<file path="src/design/lfu_cr_pkg.sv">
// ----------------------------------------------------------------------------
// lfu_cr_pkg
// Shared types and constants for the LFU cache replacement block.
// ----------------------------------------------------------------------------
package lfu_cr_pkg;

    localparam int KEY_BITS   = 32;
    localparam int VALUE_BITS = 32;
    localparam int CAP_BITS   = 5;

    localparam logic [CAP_BITS-1:0]          CAP_RESET  = 5'd16;
    localparam logic signed [VALUE_BITS-1:0] VALUE_MISS = '1;

    typedef enum logic
    {
        OP_GET = 1'b0,
        OP_PUT = 1'b1
    } op_t;

    // One request beat
    typedef struct packed
    {
        logic                         operation;
        logic [KEY_BITS-1:0]          lookup_key;
        logic signed [VALUE_BITS-1:0] write_value;
    } req_t;

    // One response beat
    typedef struct packed
    {
        logic                         hit;
        logic signed [VALUE_BITS-1:0] read_value;
        logic                         evicted;
        logic [KEY_BITS-1:0]          evicted_key;
    } rsp_t;

endpackage

</file>
<file path="src/design/lfu_cr_store.sv">
// ----------------------------------------------------------------------------
// lfu_cr_store
// Entry record memory: one write port, one registered read port.
// ----------------------------------------------------------------------------
module lfu_cr_store
    import lfu_cr_pkg::*;
#(
    parameter int DEPTH = 16,
    parameter int AW    = 4,
    parameter int DW    = 84
)
(
    input  logic          clk,
    input  logic          rst_n,
    input  logic          wr_en,
    input  logic [AW-1:0] wr_addr,
    input  logic [DW-1:0] wr_data,
    input  logic          rd_en,
    input  logic [AW-1:0] rd_addr,
    output logic [DW-1:0] rd_data,
    output logic [AW-1:0] rd_idx,
    output logic          rd_ok
);

    logic [DW-1:0] mem_reg [DEPTH];
    logic [DW-1:0] rd_data_reg;
    logic [AW-1:0] rd_idx_reg;
    logic          rd_ok_reg;

    always_ff @(posedge clk)
    begin
        if (wr_en)
        begin
            mem_reg[wr_addr] <= wr_data;
        end
        if (rd_en)
        begin
            rd_data_reg <= mem_reg[rd_addr];
            rd_idx_reg  <= rd_addr;
        end
    end

    // Flag the beat of read data that follows each read
    always_ff @(posedge clk or negedge rst_n)
    begin
        if (!rst_n)
        begin
            rd_ok_reg <= 1'b0;
        end
        else
        begin
            rd_ok_reg <= rd_en;
        end
    end

    assign rd_data = rd_data_reg;
    assign rd_idx  = rd_idx_reg;
    assign rd_ok   = rd_ok_reg;

endmodule

</file>
<file path="src/design/lfu_cr_scan.sv">
// ----------------------------------------------------------------------------
// lfu_cr_scan
// Shared compare unit: key match, victim choice and free slot, one entry a cycle.
// ----------------------------------------------------------------------------
module lfu_cr_scan
    import lfu_cr_pkg::*;
#(
    parameter int AW = 4,
    parameter int CB = 16
)
(
    input  logic                  clk,
    input  logic                  rst_n,
    input  logic                  start,
    input  logic                  eval,
    input  logic [AW-1:0]         idx,
    input  logic                  ent_valid,
    input  logic [KEY_BITS-1:0]   ent_key,
    input  logic [VALUE_BITS-1:0] ent_value,
    input  logic [CB-1:0]         ent_count,
    input  logic [AW-1:0]         ent_rank,
    input  logic [KEY_BITS-1:0]   lookup_key,
    output logic                  found,
    output logic [AW-1:0]         found_idx,
    output logic [AW-1:0]         found_rank,
    output logic [VALUE_BITS-1:0] found_value,
    output logic                  vic_ok,
    output logic [AW-1:0]         vic_idx,
    output logic [AW-1:0]         vic_rank,
    output logic [KEY_BITS-1:0]   vic_key,
    output logic                  free_ok,
    output logic [AW-1:0]         free_idx
);

    logic                  found_reg;
    logic [AW-1:0]         found_idx_reg;
    logic [AW-1:0]         found_rank_reg;
    logic [VALUE_BITS-1:0] found_value_reg;
    logic                  vic_ok_reg;
    logic [AW-1:0]         vic_idx_reg;
    logic [AW-1:0]         vic_rank_reg;
    logic [CB-1:0]         vic_count_reg;
    logic [KEY_BITS-1:0]   vic_key_reg;
    logic                  free_ok_reg;
    logic [AW-1:0]         free_idx_reg;

    logic take_match;
    logic take_victim;
    logic take_free;

    assign take_match  = eval && ent_valid && (ent_key == lookup_key) && !found_reg;
    assign take_free   = eval && !ent_valid && !free_ok_reg;
    // Lowest count wins; on equal counts the older entry (higher rank) wins
    assign take_victim = eval && ent_valid &&
                         (!vic_ok_reg || (ent_count < vic_count_reg) ||
                          ((ent_count == vic_count_reg) && (ent_rank > vic_rank_reg)));

    always_ff @(posedge clk or negedge rst_n)
    begin
        if (!rst_n)
        begin
            found_reg   <= 1'b0;
            vic_ok_reg  <= 1'b0;
            free_ok_reg <= 1'b0;
        end
        else if (start)
        begin
            found_reg   <= 1'b0;
            vic_ok_reg  <= 1'b0;
            free_ok_reg <= 1'b0;
        end
        else
        begin
            if (take_match)
            begin
                found_reg <= 1'b1;
            end
            if (take_victim)
            begin
                vic_ok_reg <= 1'b1;
            end
            if (take_free)
            begin
                free_ok_reg <= 1'b1;
            end
        end
    end

    always_ff @(posedge clk)
    begin
        if (take_match)
        begin
            found_idx_reg   <= idx;
            found_rank_reg  <= ent_rank;
            found_value_reg <= ent_value;
        end
        if (take_victim)
        begin
            vic_idx_reg   <= idx;
            vic_rank_reg  <= ent_rank;
            vic_count_reg <= ent_count;
            vic_key_reg   <= ent_key;
        end
        if (take_free)
        begin
            free_idx_reg <= idx;
        end
    end

    assign found       = found_reg;
    assign found_idx   = found_idx_reg;
    assign found_rank  = found_rank_reg;
    assign found_value = found_value_reg;
    assign vic_ok      = vic_ok_reg;
    assign vic_idx     = vic_idx_reg;
    assign vic_rank    = vic_rank_reg;
    assign vic_key     = vic_key_reg;
    assign free_ok     = free_ok_reg;
    assign free_idx    = free_idx_reg;

endmodule

</file>
<file path="src/design/lfu_cache_replacement.sv">
// ----------------------------------------------------------------------------
// lfu_cache_replacement
// Key-value store with least-frequently-used eviction, oldest first on ties.
// ----------------------------------------------------------------------------
//
//  Channel  Signals                      Direction  Beat taken when
//  -------  ---------------------------  ---------  ----------------------
//  request  in_valid, in_stall, in_data  in         in_valid && !in_stall
//  response out_valid, out_stall, out_data  out     out_valid && !out_stall
//  config   cfg_wr_en, cfg_wr_data       in         cfg_wr_en
//
//  One request occupies the block (accept to next accept) for two passes
//  over the entry memory when it hits or inserts, and for one pass when it
//  changes nothing. The passes come from the single read port of the entry
//  memory: one pass reads every entry through the compare unit, a second pass
//  reads and rewrites every entry to age the recency ranks.
//  Reset (rst_n low) empties the store and sets capacity to 16; writing the
//  capacity register empties it as well. No clearing pass is needed: valid
//  bits live in flops.
//  A stalled response holds in the output register; the next request beat
//  is taken meanwhile, and its response waits in DONE until the register
//  frees up.
// ----------------------------------------------------------------------------
module lfu_cache_replacement
    import lfu_cr_pkg::*;
#(
    parameter int ENTRIES    = 16,
    parameter int COUNT_BITS = 16
)
(
    input  logic                clk,
    input  logic                rst_n,
    input  logic                in_valid,
    output logic                in_stall,
    input  req_t                in_data,
    output logic                out_valid,
    input  logic                out_stall,
    output rsp_t                out_data,
    input  logic                cfg_wr_en,
    input  logic [CAP_BITS-1:0] cfg_wr_data
);

    localparam int AW = (ENTRIES > 1) ? $clog2(ENTRIES) : 1;
    localparam int CW = $clog2(ENTRIES + 1);
    localparam int OW = (CW > CAP_BITS) ? CW : CAP_BITS;
    localparam int DW = KEY_BITS + VALUE_BITS + COUNT_BITS + AW;

    localparam logic [CW-1:0]         ENT_CNT   = CW'(ENTRIES);
    localparam logic [COUNT_BITS-1:0] COUNT_MAX = '1;
    localparam logic [COUNT_BITS-1:0] COUNT_ONE = COUNT_BITS'(1);
    localparam logic [AW-1:0]         RANK_ONE  = AW'(1);

    typedef enum logic [4:0]
    {
        ST_IDLE   = 5'b00001,
        ST_SCAN   = 5'b00010,
        ST_DECIDE = 5'b00100,
        ST_UPDATE = 5'b01000,
        ST_DONE   = 5'b10000
    } state_t;

    state_t              state_reg, state_next;
    req_t                req_reg;
    logic [CW-1:0]       cnt_reg, cnt_next;
    logic [ENTRIES-1:0]  valid_reg, valid_next;
    logic [CW-1:0]       occ_reg;
    logic [CAP_BITS-1:0] capacity_reg;
    logic                evict_reg;
    logic                out_valid_reg;
    rsp_t                out_data_reg;

    // Memory port
    logic          wr_en;
    logic [AW-1:0] wr_addr;
    logic [DW-1:0] wr_data;
    logic          rd_en;
    logic [DW-1:0] rd_data;
    logic [AW-1:0] rd_idx;
    logic          rd_ok;

    // Fields of the record coming out of the memory
    logic [KEY_BITS-1:0]   rd_key;
    logic [VALUE_BITS-1:0] rd_value;
    logic [COUNT_BITS-1:0] rd_count;
    logic [AW-1:0]         rd_rank;

    // Scan results
    logic                  found;
    logic [AW-1:0]         found_idx;
    logic [AW-1:0]         found_rank;
    logic [VALUE_BITS-1:0] found_value;
    logic                  vic_ok;
    logic [AW-1:0]         vic_idx;
    logic [AW-1:0]         vic_rank;
    logic [KEY_BITS-1:0]   vic_key;
    logic                  free_ok;
    logic [AW-1:0]         free_idx;

    // Decision
    logic          accept;
    logic          out_free;
    logic          cnt_lt;
    logic          is_put;
    logic          store_full;
    logic          do_insert;
    logic          do_evict;
    logic [AW-1:0] slot_idx;
    logic          entry_live;
    rsp_t          rsp;

    assign accept   = (state_reg == ST_IDLE) && in_valid;
    assign in_stall = (state_reg != ST_IDLE);
    assign out_free = !out_valid_reg || !out_stall;
    assign cnt_lt   = (cnt_reg < ENT_CNT);
    assign is_put   = (req_reg.operation == OP_PUT);

    assign {rd_key, rd_value, rd_count, rd_rank} = rd_data;

    // Full when occupancy reaches min(capacity, ENTRIES)
    assign store_full = (OW'(occ_reg) >= OW'(capacity_reg)) || (occ_reg == ENT_CNT);
    assign do_insert  = !found && is_put && (capacity_reg != '0);
    assign do_evict   = do_insert && store_full && vic_ok;

    // Insert into the lowest free index, counting the freshly evicted slot
    assign slot_idx = (do_evict && (!free_ok || (vic_idx < free_idx))) ? vic_idx : free_idx;

    // Run the memory through one pass during SCAN and one during UPDATE
    assign rd_en = ((state_reg == ST_SCAN) || (state_reg == ST_UPDATE)) && cnt_lt;

    lfu_cr_store #(
        .DEPTH (ENTRIES),
        .AW    (AW),
        .DW    (DW)
    ) u_store (
        .clk     (clk),
        .rst_n   (rst_n),
        .wr_en   (wr_en),
        .wr_addr (wr_addr),
        .wr_data (wr_data),
        .rd_en   (rd_en),
        .rd_addr (cnt_reg[AW-1:0]),
        .rd_data (rd_data),
        .rd_idx  (rd_idx),
        .rd_ok   (rd_ok)
    );

    lfu_cr_scan #(
        .AW (AW),
        .CB (COUNT_BITS)
    ) u_scan (
        .clk         (clk),
        .rst_n       (rst_n),
        .start       (accept),
        .eval        (rd_ok && (state_reg == ST_SCAN)),
        .idx         (rd_idx),
        .ent_valid   (valid_reg[rd_idx]),
        .ent_key     (rd_key),
        .ent_value   (rd_value),
        .ent_count   (rd_count),
        .ent_rank    (rd_rank),
        .lookup_key  (req_reg.lookup_key),
        .found       (found),
        .found_idx   (found_idx),
        .found_rank  (found_rank),
        .found_value (found_value),
        .vic_ok      (vic_ok),
        .vic_idx     (vic_idx),
        .vic_rank    (vic_rank),
        .vic_key     (vic_key),
        .free_ok     (free_ok),
        .free_idx    (free_idx)
    );

    // Write-back pass: rewrite the touched entry and age the ranks of the rest
    assign entry_live = valid_reg[rd_idx] && !(do_evict && (rd_idx == vic_idx));

    always_comb
    begin
        wr_en   = 1'b0;
        wr_addr = rd_idx;
        wr_data = rd_data;
        if (rd_ok && (state_reg == ST_UPDATE))
        begin
            if (found)
            begin
                if (rd_idx == found_idx)
                begin
                    wr_en   = 1'b1;
                    wr_data = {rd_key,
                               is_put ? VALUE_BITS'(req_reg.write_value) : rd_value,
                               (rd_count == COUNT_MAX) ? rd_count : rd_count + COUNT_ONE,
                               AW'(0)};
                end
                else if (valid_reg[rd_idx] && (rd_rank < found_rank))
                begin
                    wr_en   = 1'b1;
                    wr_data = {rd_key, rd_value, rd_count, rd_rank + RANK_ONE};
                end
            end
            else if (rd_idx == slot_idx)
            begin
                wr_en   = 1'b1;
                wr_data = {req_reg.lookup_key, VALUE_BITS'(req_reg.write_value),
                           COUNT_ONE, AW'(0)};
            end
            else if (entry_live)
            begin
                // Older than the victim: drop one for the eviction, add one for the insert
                wr_en   = 1'b1;
                wr_data = {rd_key, rd_value, rd_count,
                           (do_evict && (rd_rank > vic_rank)) ? rd_rank : rd_rank + RANK_ONE};
            end
        end
    end

    // Valid bits: clear on a capacity write, retire the victim and claim the
    // slot at the end of the write-back pass
    always_comb
    begin
        valid_next = valid_reg;
        if (cfg_wr_en)
        begin
            valid_next = '0;
        end
        else if ((state_reg == ST_UPDATE) && !cnt_lt && do_insert)
        begin
            if (do_evict)
            begin
                valid_next[vic_idx] = 1'b0;
            end
            valid_next[slot_idx] = 1'b1;
        end
    end

    // Response built from the scan results; the eviction flag is the one
    // decided before occupancy moved
    always_comb
    begin
        rsp.hit         = found;
        rsp.read_value  = (found && !is_put) ? $signed(found_value) : VALUE_MISS;
        rsp.evicted     = evict_reg;
        rsp.evicted_key = evict_reg ? vic_key : '0;
    end

    // Sequencer
    always_comb
    begin
        state_next = state_reg;
        cnt_next   = cnt_reg;
        unique case (state_reg)
            ST_IDLE:
            begin
                if (in_valid)
                begin
                    state_next = ST_SCAN;
                    cnt_next   = '0;
                end
            end
            ST_SCAN:
            begin
                // Advance until the last read beat has gone through the compare unit
                if (cnt_lt)
                begin
                    cnt_next = cnt_reg + CW'(1);
                end
                else
                begin
                    state_next = ST_DECIDE;
                end
            end
            ST_DECIDE:
            begin
                cnt_next   = '0;
                state_next = (found || do_insert) ? ST_UPDATE : ST_DONE;
            end
            ST_UPDATE:
            begin
                if (cnt_lt)
                begin
                    cnt_next = cnt_reg + CW'(1);
                end
                else
                begin
                    state_next = ST_DONE;
                end
            end
            ST_DONE:
            begin
                // Hold until the output register is free
                if (out_free)
                begin
                    state_next = ST_IDLE;
                end
            end
            default:
            begin
                state_next = ST_IDLE;
            end
        endcase
    end

    always_ff @(posedge clk or negedge rst_n)
    begin
        if (!rst_n)
        begin
            state_reg     <= ST_IDLE;
            cnt_reg       <= '0;
            valid_reg     <= '0;
            occ_reg       <= '0;
            capacity_reg  <= CAP_RESET;
            out_valid_reg <= 1'b0;
        end
        else
        begin
            state_reg <= state_next;
            cnt_reg   <= cnt_next;
            valid_reg <= valid_next;

            if (cfg_wr_en)
            begin
                // Capacity write empties the store
                capacity_reg <= cfg_wr_data;
                occ_reg      <= '0;
            end
            else if ((state_reg == ST_UPDATE) && !cnt_lt && do_insert && !do_evict)
            begin
                occ_reg <= occ_reg + CW'(1);
            end

            if ((state_reg == ST_DONE) && out_free)
            begin
                out_valid_reg <= 1'b1;
            end
            else if (!out_stall)
            begin
                out_valid_reg <= 1'b0;
            end
        end
    end

    // Payload registers
    always_ff @(posedge clk)
    begin
        if (accept)
        begin
            req_reg <= in_data;
        end
        if (state_reg == ST_DECIDE)
        begin
            evict_reg <= do_evict;
        end
        if ((state_reg == ST_DONE) && out_free)
        begin
            out_data_reg <= rsp;
        end
    end

    assign out_valid = out_valid_reg;
    assign out_data  = out_data_reg;

endmodule
</file>
<file path="config.mk">
export PLATFORM = sky130hd
export DESIGN_NAME = lfu_cache_replacement
export DESIGN_NICKNAME = d
export VERILOG_FILES = /design/src/design/lfu_cr_pkg.sv /design/src/design/lfu_cr_store.sv /design/src/design/lfu_cr_scan.sv /design/src/design/lfu_cache_replacement.sv
export SDC_FILE = /design/constraint.sdc
export NUM_CORES = 2
export LEC_CHECK = 0
export BUFFER_PORTS_ARGS = -buffer_cell sky130_fd_sc_hd__buf_2
export CAP_MARGIN = 10
export CORE_MARGIN = 1.5
export CORE_UTILIZATION = 56
export DETAILED_ROUTE_END_ITERATION = 6
export GPL_ROUTABILITY_DRIVEN = 0
export PLACE_DENSITY_LB_ADDON = 0.05
export SYNTH_ARGS = -nofsm -noshare
export SYNTH_HDL_FRONTEND = slang
export SYNTH_SLANG_ARGS = --single-unit
export TNS_END_PERCENT = 10
</file>
<file path="constraint.sdc">
create_clock -name clk -period 9.7 [get_ports clk]
set_input_delay 1.94 -clock clk [delete_from_list [all_inputs] [get_ports clk]]
set_output_delay 1.94 -clock clk [all_outputs]
set_load 0.05 [all_outputs]
</file>
==> flow_metrics.tcl <==
set metrics [dict create \
    status "finished, final reports clean" \
    root_buffer "clkbuf_16" \
    via_per_inst 6.393 \
    hold_viol 0 \
    fin_total_pwr_mw 19.03 \
    timing.hold.ws_ns 0.4460 \
    fin_area_um2 73510 \
    syn_nets 3012 \
    largest_reg_flops 1344 \
    clock_path_buffers 3 \
    crit_path_cell_trace "inv_2, o311a_1, and2_4, and4_4, or3_4, nor3_4, nor4_2, buf_4, buf_4" \
    cts_setup_buffers 0 \
    synthCells 2901 \
    htree_num_levels 4 \
    synth_cell_types 68 \
    syn_area_um2 65520 \
    post-dp-hpwl_um 79380 \
    fin_tns_setup_ns 0 \
    clk_latency_ns 0.77 \
    die_area_um2 119100 \
    grt_max_degree 162 \
    startpoint_type "register" \
    worst_hold_path_type "reg -> reg" \
    cp.required_ns 10.09 \
    slew_violations 0 \
    rows 125 \
    peakVddDrop_mv 0.2051 \
    critical-path-max-stage-delay_ns 1.01 \
    area_delta_synth_final_pct 12.20 \
    vias 30749 \
    die_w_um 345.1 \
    post_drt_wl_per_cell_um 30.56 \
    ant_nets 0 \
    drive_gt1_share_pct 29.91 \
    finalSetupViolations 0 \
    worst-path-buf-inv 3 \
    leakage_nw 23.07 \
    cp_common_cell "buf_4" \
    powerDensity_nw_per_um2 258.9 \
    ctsResizeCount 0 \
    crit_type "reg -> reg" \
    rsz0062_at_grt "false" \
    grt-ovfl-total 0 \
    final-seq-area_um2 51010 \
    drc 0 \
    tightestPinTransition_ns 1.265 \
    cp_slowest_cell "nor4_2" \
    ys_ff_latch 1705 \
    core_um2 116000 \
    pin_count 143 \
    worstPathArrival_ns 5.84 \
    syn_avg_cell_area_um2 22.59 \
    cts_num_sinks 1705 \
    grt_pass1_wl_um 217300 \
    grtUsageTotal_pct 25.17 \
    final_nets 3267 \
    wirelength_um 147000 \
    synth.yosys.warnings 0 \
    place_area_um2 68290 \
    num_antenna_cells 0 \
    cts_made_buffers 170 \
    initial_core_util_pct 56.46 \
    fin_crit_sh_pct 56.22 \
    clkTransAtPathRegs_ns 0.06 \
    cts_tree "done" \
    synth_edf_count 1664 \
    yosysSeqAreaShare_pct 77.83 \
    end_kind "register" \
    setup_ws_ns 4.247 \
    pre_cts_slack_ns 4.216 \
    max_freq_mhz 183.4 \
    dr.pass1.iters 5 \
    multi_input_area_um2 13950 \
    slew_headroom_pct 15.65 \
    min_period_ns 5.453 \
    drv_cap 0 \
    fillers 7795 \
    antenna_found_initial 1 \
    grt_pass1_vias 31872 \
    initialDrtViolationCount 3361 \
    path_max_fanout 47 \
    io_buffers 142 \
    finClkSkew_ns 0.02140 \
    async_flop_share_pct 2.405 \
    postCtsHoldBufs 0 \
    critical-path-top-delay-family "buffers and inverters" \
    dieHeight_um 345.1 \
    synth_flop_cell "edfxtp_1" \
]
[synth_stat cells, types with 3 or more instances]
cell      instances  area share (%)
nand2b_1         15            0.14
and3_1            5           0.048
nand4_1          21            0.20
inv_1            50            0.29
ha_1             36            0.69
clkbuf_1         95            0.54
buf_1            27            0.15
nor4_1           20            0.19
nand3_1          32            0.24
nor2_1           42            0.24
a21o_1            7           0.080
a31oi_1          11            0.11
nor3b_1           3           0.034
edfxtp_1       1664              76
mux4_2          424              15
mux2i_1           7            0.11
buf_2             6           0.046
nand3b_1         10            0.11
buf_4             3           0.034
o211ai_1          4           0.046
nor2b_1           7           0.067
a311oi_1          5           0.067
nor3_1           13           0.099
a31o_2            9            0.12
xor2_1           10            0.13
mux2_2           67             1.2
and2_1           34            0.32
nand2_1          52            0.30
or3_1            35            0.33
or2_2             3           0.029
a21oi_1          36            0.27
o21ai_0          24            0.18
xnor2_1          40            0.53
dfrtp_1          39             1.5
[layout by cell type (no fill, tap or decap), types with 5 or more instances in the layout]
cell type,count
edfxtp_1,1664
mux4_2,424
clkbuf_16,176
buf_2,142
buf_4,71
mux2_2,67
nand2_1,52
inv_1,48
nor2_1,41
clkbuf_1,41
xnor2_1,40
clkinv_1,38
ha_1,36
or3_1,35
dfrtp_1,35
a21oi_1,34
and2_1,34
nand3_1,32
clkinv_2,29
o21ai_0,24
nand4_1,21
nor4_2,16
nand2b_1,15
nor3_1,13
a31oi_1,10
xor2_1,10
nand3b_1,10
a31o_2,9
a21o_1,7
mux2i_1,7
inv_6,7
bufinv_16,7
nor2b_1,6
and3_1,5
a311oi_1,5
[layer usage]
layer,GRT usage (%),share of wire (%),vias up
met4,5.680,1.6,0
met2,39.10,48,1158
met5,0,0,-
met3,3.915,6.2,194
met1,38.43,44,16694
li1,-,-,12703
[worst paths after layout]
kind	startpoint	endpoint	slack [ns]	depth (start not counted)
max in group asynchronous	rst_n	cnt_reg[1]$_DFFE_PN0P_	7.63	1
setup reg to reg	u_scan.found$_DFFE_PN0P_	u_store.mem_reg[6][35]$_DFFE_PP_	4.25	9
setup / recovery	u_scan.found$_DFFE_PN0P_	u_store.mem_reg[6][35]$_DFFE_PP_	4.25	9
hold reg to reg	u_store.rd_data[28]$_DFFE_PP_	u_scan.found_value[8]$_DFFE_PP_	0.45	0
hold / removal	u_store.rd_data[28]$_DFFE_PP_	u_scan.found_value[8]$_DFFE_PP_	0.45	0
min in group asynchronous	rst_n	out_valid$_DFFE_PN0P_	1.32	1
[final cells by class]
| type | instances | area share, % |
|---|---|---|
| clock buffers | 217 | 6.201 |
| multi-input cells | 1013 | 18.98 |
| clock inverters | 85 | 0.8187 |
| well taps | 1524 | 2.594 |
| flip-flops and latches | 1705 | 69.39 |
| repair buffers | 215 | 1.746 |
| inverters | 51 | 0.2621 |
[kinds of logic after synthesis]
kind of cell               Yosys count  synth area share (%)
and+or+nand+nor                    303                 2.549
DFF                               1705                 77.83
muxes                              501                 15.91
buffers and inverters              183                 1.089
xor gates and xnor gates            50                0.6684
AOI/OAI and AO/OA                  123                 1.264
adders and majority gates           36                0.6875
[power by group]
group	total [mW]	switching (mW)	internal (mW)
logic	3.71	1.95	1.77
registers	9.17	0.354	8.82
clock network	6.14	2.65	3.49
[through the flow]
step / utilization [%] / std cells
2_1_floorplan: - / 2901
3_3_place_gp: 58.85 / 4502
3_5_place_dp: 58.85 / 4502
4_1_cts: 63.30 / 4804
5_1_grt: 63.34 / 4810
6_report: 63.34 / 4810
(Power assumes the default switching activity.)
